--- src/rtl/core/dsfo_pkg.sv ---
`default_nettype none

package dsfo_pkg;

    localparam int DEF_DEPTH      = 16;
    localparam int DEF_ITEM_WIDTH = 8;

    // widths fixed by the stream fields
    localparam int ITEM_IN_W = 8;
    localparam int FILL_W    = 5;
    localparam int S_DATA_W  = 8;
    localparam int M_DATA_W  = 16;

    localparam logic ACT_PUSH = 1'b0;
    localparam logic ACT_POP  = 1'b1;

    typedef enum logic [1:0] {
        STAT_OK        = 2'd0,
        STAT_UNDERFLOW = 2'd1,
        STAT_OVERFLOW  = 2'd2
    } status_t;

    // per-transaction control broadcast to every cell
    typedef struct packed {
        logic push;   // accepted push that changes the stack
        logic dup;    // an equal item is already held
        logic pop;    // accepted pop on a non-empty stack
    } cell_ctrl_t;

endpackage

`default_nettype wire

--- src/rtl/core/dedup_stack_forget_old_core.sv ---
// A result appears on the master side in the cycle after its input transaction.
// Throughput: one push or pop per cycle while results are taken; each step is one
// compare pass and one shift through the row of cells.
// The input stalls only while a finished result is held and not taken.
// Reset (aresetn low at a clock edge) empties the stack and drops the pending result;
// stored entries are not cleared.
`default_nettype none

module dedup_stack_forget_old_core #(
    parameter int DEPTH      = dsfo_pkg::DEF_DEPTH,
    parameter int ITEM_WIDTH = dsfo_pkg::DEF_ITEM_WIDTH
) (
    input  wire logic                          aclk,
    input  wire logic                          aresetn,
    input  wire logic                          s_axis_tvalid,
    output logic                               s_axis_tready,
    input  wire logic [dsfo_pkg::S_DATA_W-1:0] s_axis_tdata,  // [7:0] item_value
    input  wire logic                          s_axis_tuser,  // [0] action
    output logic                               m_axis_tvalid,
    input  wire logic                          m_axis_tready,
    // [7:0] popped_value, [9:8] status, [14:10] fill_count, [15] is_empty
    output logic [dsfo_pkg::M_DATA_W-1:0]      m_axis_tdata,
    output logic                               m_axis_tuser   // [0] pop_valid
);

    localparam int CNT_W = $clog2(DEPTH + 1);

    logic [CNT_W-1:0] count_reg;
    logic [CNT_W-1:0] count_next;
    logic             m_valid_reg;
    logic             m_valid_next;
    logic [dsfo_pkg::M_DATA_W-1:0] m_data_reg;
    logic [dsfo_pkg::M_DATA_W-1:0] m_data_next;
    logic             m_user_reg;
    logic             m_user_next;

    logic                  accept;
    logic                  is_pop;
    logic                  empty;
    logic                  full;
    logic                  dup;
    logic                  pop_ok;
    logic                  push_ok;
    logic                  push_new;
    logic [ITEM_WIDTH-1:0] item;
    logic [ITEM_WIDTH-1:0] cell_data [DEPTH];
    logic [ITEM_WIDTH-1:0] upper     [DEPTH];
    logic [ITEM_WIDTH-1:0] lower     [DEPTH];
    logic [DEPTH:0]        found;
    logic [DEPTH-1:0]      match_vec;
    dsfo_pkg::cell_ctrl_t  ctrl;
    dsfo_pkg::status_t     status;
    logic [dsfo_pkg::ITEM_IN_W-1:0] popped;
    logic [CNT_W-1:0]      count_after;

    assign s_axis_tready = !m_valid_reg || m_axis_tready;
    assign accept        = s_axis_tvalid && s_axis_tready;

    assign item   = ITEM_WIDTH'(s_axis_tdata[dsfo_pkg::ITEM_IN_W-1:0]);
    assign is_pop = (s_axis_tuser == dsfo_pkg::ACT_POP);
    assign empty  = (count_reg == '0);
    assign full   = (count_reg == CNT_W'(DEPTH));

    assign found[DEPTH] = 1'b0;
    assign dup          = found[0];

    assign pop_ok   = is_pop && !empty;
    assign push_new = !is_pop && !dup && !full;
    assign push_ok  = !is_pop && (dup || !full);

    assign ctrl.push = accept && push_ok;
    assign ctrl.dup  = dup;
    assign ctrl.pop  = accept && pop_ok;

    genvar gi;
    generate
        for (gi = 0; gi < DEPTH; gi++) begin : g_cell
            if (gi == 0) begin : g_top
                assign upper[gi] = item;
            end else begin : g_mid
                assign upper[gi] = cell_data[gi-1];
            end
            if (gi == DEPTH - 1) begin : g_bottom
                assign lower[gi] = cell_data[gi];
            end else begin : g_inner
                assign lower[gi] = cell_data[gi+1];
            end

            dsfo_cell #(
                .ITEM_WIDTH (ITEM_WIDTH),
                .CNT_W      (CNT_W),
                .INDEX      (gi)
            ) u_cell (
                .aclk       (aclk),
                .ctrl       (ctrl),
                .item       (item),
                .count      (count_reg),
                .from_upper (upper[gi]),
                .from_lower (lower[gi]),
                .found_in   (found[gi+1]),
                .found_out  (found[gi]),
                .match      (match_vec[gi]),
                .data       (cell_data[gi])
            );
        end
    endgenerate

    always_comb begin
        count_next = count_reg;
        if (accept) begin
            if (pop_ok) begin
                count_next = count_reg - CNT_W'(1);
            end else if (push_new) begin
                count_next = count_reg + CNT_W'(1);
            end
        end
    end

    always_comb begin
        status = dsfo_pkg::STAT_OK;
        if (is_pop && empty) begin
            status = dsfo_pkg::STAT_UNDERFLOW;
        end else if (!push_ok && !is_pop) begin
            status = dsfo_pkg::STAT_OVERFLOW;
        end
    end

    assign popped = pop_ok ? dsfo_pkg::ITEM_IN_W'(cell_data[0]) : '0;

    always_comb begin
        count_after = count_reg;
        if (pop_ok) begin
            count_after = count_reg - CNT_W'(1);
        end else if (push_new) begin
            count_after = count_reg + CNT_W'(1);
        end
    end

    // hold the result until taken; load a new one with each input transaction
    always_comb begin
        m_valid_next = m_valid_reg;
        m_data_next  = m_data_reg;
        m_user_next  = m_user_reg;
        if (accept) begin
            m_valid_next = 1'b1;
            m_data_next  = {(count_after == '0),
                            dsfo_pkg::FILL_W'(count_after),
                            status,
                            popped};
            m_user_next  = pop_ok;
        end else if (m_axis_tready) begin
            m_valid_next = 1'b0;
        end
    end

    always_ff @(posedge aclk) begin
        if (!aresetn) begin
            count_reg   <= '0;
            m_valid_reg <= 1'b0;
        end else begin
            count_reg   <= count_next;
            m_valid_reg <= m_valid_next;
        end
        m_data_reg <= m_data_next;
        m_user_reg <= m_user_next;
    end

    assign m_axis_tvalid = m_valid_reg;
    assign m_axis_tdata  = m_data_reg;
    assign m_axis_tuser  = m_user_reg;

    a_count_bound: assert property (@(posedge aclk) disable iff (!aresetn)
        count_reg <= CNT_W'(DEPTH))
        else $error("stack count exceeds depth");

    a_no_duplicates: assert property (@(posedge aclk) disable iff (!aresetn)
        $onehot0(match_vec))
        else $error("stack holds two equal items");

    a_overflow_holds: assert property (@(posedge aclk) disable iff (!aresetn)
        accept && (status == dsfo_pkg::STAT_OVERFLOW) |=> $stable(count_reg))
        else $error("dropped push changed the count");

    a_pop_count: assert property (@(posedge aclk) disable iff (!aresetn)
        accept && pop_ok |=> (count_reg == $past(count_reg) - CNT_W'(1)))
        else $error("pop did not decrement the count");

    a_stall_cause: assert property (@(posedge aclk) disable iff (!aresetn)
        !s_axis_tready |-> m_valid_reg && !m_axis_tready)
        else $error("input stalled without a pending result");

endmodule

`default_nettype wire

--- src/rtl/core/dsfo_cell.sv ---
`default_nettype none

module dsfo_cell #(
    parameter int ITEM_WIDTH = dsfo_pkg::DEF_ITEM_WIDTH,
    parameter int CNT_W      = 5,
    parameter int INDEX      = 0
) (
    input  wire logic                  aclk,
    input  wire dsfo_pkg::cell_ctrl_t  ctrl,
    input  wire logic [ITEM_WIDTH-1:0] item,
    input  wire logic [CNT_W-1:0]      count,
    input  wire logic [ITEM_WIDTH-1:0] from_upper,  // neighbor nearer the top
    input  wire logic [ITEM_WIDTH-1:0] from_lower,  // neighbor nearer the bottom
    input  wire logic                  found_in,    // match in a deeper cell
    output logic                       found_out,
    output logic                       match,
    output logic [ITEM_WIDTH-1:0]      data
);

    logic [ITEM_WIDTH-1:0] data_reg;
    logic [ITEM_WIDTH-1:0] data_next;
    logic                  occupied;
    logic                  move_down;

    // cell 0 is the top of the stack
    assign occupied  = count > CNT_W'(INDEX);
    assign match     = occupied && (data_reg == item);
    assign found_out = found_in | match;

    // on a duplicate only the cells from the top down to the old copy move
    assign move_down = ctrl.push && (!ctrl.dup || found_out);

    always_comb begin
        data_next = data_reg;
        if (move_down) begin
            data_next = from_upper;
        end else if (ctrl.pop) begin
            data_next = from_lower;
        end
    end

    always_ff @(posedge aclk) begin
        data_reg <= data_next;
    end

    assign data = data_reg;

endmodule

`default_nettype wire
--- config.mk ---
export PLATFORM = sky130hd
export DESIGN_NAME = dedup_stack_forget_old_core
export DESIGN_NICKNAME = d
export VERILOG_FILES = /design/src/rtl/core/dsfo_pkg.sv /design/src/rtl/core/dedup_stack_forget_old_core.sv /design/src/rtl/core/dsfo_cell.sv
export SDC_FILE = /design/constraint.sdc
export NUM_CORES = 1
export LEC_CHECK = 0
export BUFFER_PORTS_ARGS = -buffer_cell sky130_fd_sc_hd__buf_2
export CORE_MARGIN = 5
export CORE_UTILIZATION = 60
export CTS_CLUSTER_DIAMETER = 60
export DETAILED_ROUTE_END_ITERATION = 10
export PLACE_DENSITY = 0.78
export SYNTH_ARGS = -nofsm -noshare
export SYNTH_HDL_FRONTEND = slang
export SYNTH_HIERARCHICAL = 1
export SYNTH_SLANG_ARGS = --single-unit
--- constraint.sdc ---
create_clock -name aclk -period 8.1 [get_ports aclk]
set_input_delay 0.81 -clock aclk [delete_from_list [all_inputs] [get_ports aclk]]
set_output_delay 0.81 -clock aclk [all_outputs]
set_load 0.02 [all_outputs]
==> metrics.cfg <==
[worst_setup_path]
cp_common_cell = nand2b_1
critPathLaunchType = primary input
startpoint = s_axis_tdata[0]
end_kind = flop
timing.rr.start = g_cell[15].u_cell/data[0]
critPathKind = in2reg
worst-endpoint-arrival_ns = 6.66
critPathMaxStageDelay_ns = 0.80
cp_slowest_cell = or4b_1
r2r_slack_ns = 1.55
worstPathRequired_ns = 8.15
reg2reg_to = g_cell[5].u_cell/data[3]
r2r_cells = 24
critPathMaxFanout = 180

[floorplanning]
core_um2 = 19500
start_util = 0.610
die_area_um2 = 22700
die-height_um = 151
placementRows = 51
ioPinCount = 32
die_w_um = 151

[timing]
fin_setup_tns_ns = 0
finClkSkew_ns = 0.0122
finalCriticalPeriod_ns = 6.61
hold_viol = 0
max_slew.worst_pin.slew_ns = 0.900
finalMaxSlewViolations = 0
fin_crit_sh = 0.816
rsz0062_at_grt = no
finalSetupViolations = 0
slew_headroom = 0.394
max_freq_mhz = 151

[clock_network]
cts_resized = 0
cts_root_buffer = clkbuf_16
clkLatencyLatePin_ns = 0.43
cts_sinks = 151
cts_buffers = 17
clkTransAtPathRegs_ns = 0.06
cts_setup_buffers = 0
cts_hold_buf = 0
cts_buffer_depth = 2
h-tree-depth = 4
cts_tree = yes

[placement]
hpwl_um = 20700
gp_congestion = 0.837
io_buffers = 31

[routing]
drc = 0
wl_met2_um = 14500
vias_per_cell = 6.54
postRouteAntennaNets = 0
drt-met1-wl_um = 13300
wirelength_um = 30900
met3WireLength_um = 2510
wire_per_inst_um = 20.3
drtIter0Drc = 1364
dr.pass1.iters = 7
vias = 9983
dr.max_layer_used = met4

[grt]
grt_remaining_overflow = 0
grt_max_degree = 197
grt_pass1_vias = 9183
track_usage = 0.272
antenna_found_initial = 0
grt_pass1_wl_um = 49000

[worst_hold_path]
hold_path.startpoint = m_axis_tvalid
hold_end = m_axis_tvalid
hold_class = reg2reg
hold_path_depth = 2

[logic_synthesis]
yosys_warnings = 6
syn_avg_cell_area_um2 = 9.28
netlist_area_um2 = 11900
postSynthCellCount = 1279

[finish]
antennaDiodeCount = 0
multi_input_area_um2 = 6400
utilization = 0.648
fillCellCount = 1536
largest_reg_flops = 128
drive_gt1_frac = 0.124
nets = 1267
seq_area_um2 = 4470
synthToLayoutAreaGrowth_pct = 6.21

[pwr]
power_switching_mw = 0.803
p_sw_frac = 0.324
finalPower_mw = 2.48
vdd_drop_max_uv = 158
leakage_nw = 4.45
power_frac_seq = 0.443
p_clk_frac = 0.306
intPower_mw = 1.68
power_frac_comb = 0.251
power_density_nw_per_um2 = 197

[run_status]
status = finished clean

[run]
maxCapViolations = 0

layout make-up:
| type | instances | share of cell area |
|---|---|---|
| multi-input combinational | 886 | 0.508 |
| sequential | 151 | 0.355 |
| inverter | 149 | 0.0446 |
| clock buffer | 18 | 0.0340 |
| tap | 265 | 0.0263 |
| timing repair buffer | 47 | 0.0238 |
| clock inverter | 11 | 0.00883 |
worst max-delay path: cells and delay by family:
kind                   cells  cell delay [ns]
AO/OA/AOI/OAI              1             0.67
XOR/XNOR                   1             0.18
buffers and inverters      2             0.71
AND/OR/NAND/NOR           21             4.19
worst max path at each step:
| stage | to | cells after the start |
|---|---|---|
| 6_report | g_cell[5].u_cell/data[3] | 25 |
| 5_1_grt | g_cell[5].u_cell/data[3] | 25 |
| 4_1_cts | g_cell[5].u_cell/data[3] | 25 |
| 3_5_place_dp | g_cell[5].u_cell/data[7] | 25 |
| 3_3_place_gp | g_cell[5].u_cell/data[2] | 25 |
| 2_1_floorplan | g_cell[3].u_cell/data[0] | 26 |
cells in the final DEF, fill, tap and decap left out, drive strengths merged, types with 3 or more instances in the layout:
cell	instances
o22ai	24
nand2b	27
dfxtp	6
o311ai	9
a21oi	4
o21a	106
o221ai	105
and2	10
xor2	49
nand2	141
nor2b	4
o211ai	26
edfxtp	145
or3	12
a21o	15
nor3	4
clkinv	7
or4	21
o21ai	6
xnor2	83
nand3	129
buf	47
clkbuf	18
clkinvlp	3
o31ai	9
or2b	5
a31oi	28
inv	148
nor4	7
a41o	3
nor2	16
nand4	13
power groups by stage:
stage,Combinational [mW],Clock [mW],Sequential (mW)
after floorplan,0.475,0,1.08
after global routing,0.680,0.800,1.11
after detailed placement,0.609,0,1.11
final,0.623,0.758,1.10
after CTS,0.613,0.764,1.10
after global placement,0.588,0,1.11
metal layers:
layer,global-route usage,vias to the layer above
li1,-,4674
met1,0.380,4754
met2,0.440,497
met3,0.0388,58
met4,0.0834,0
met5,0,-
through the flow:
stage / instance area (µm²) / hold WS (ns) / cells / setup slack (ns)
finish: 12600 / 0.528 / 1527 / 1.49
global route: 12600 / 0.581 / 1527 / 1.04
CTS: 12600 / 0.536 / 1527 / 1.60
detailed placement: 12100 / 0.525 / 1498 / 1.19
global placement: 12100 / 0.507 / 1498 / 1.31
floorplan: 11900 / 0.611 / 1280 / 1.92
Note: power is estimated with default switching activity, not from simulation.
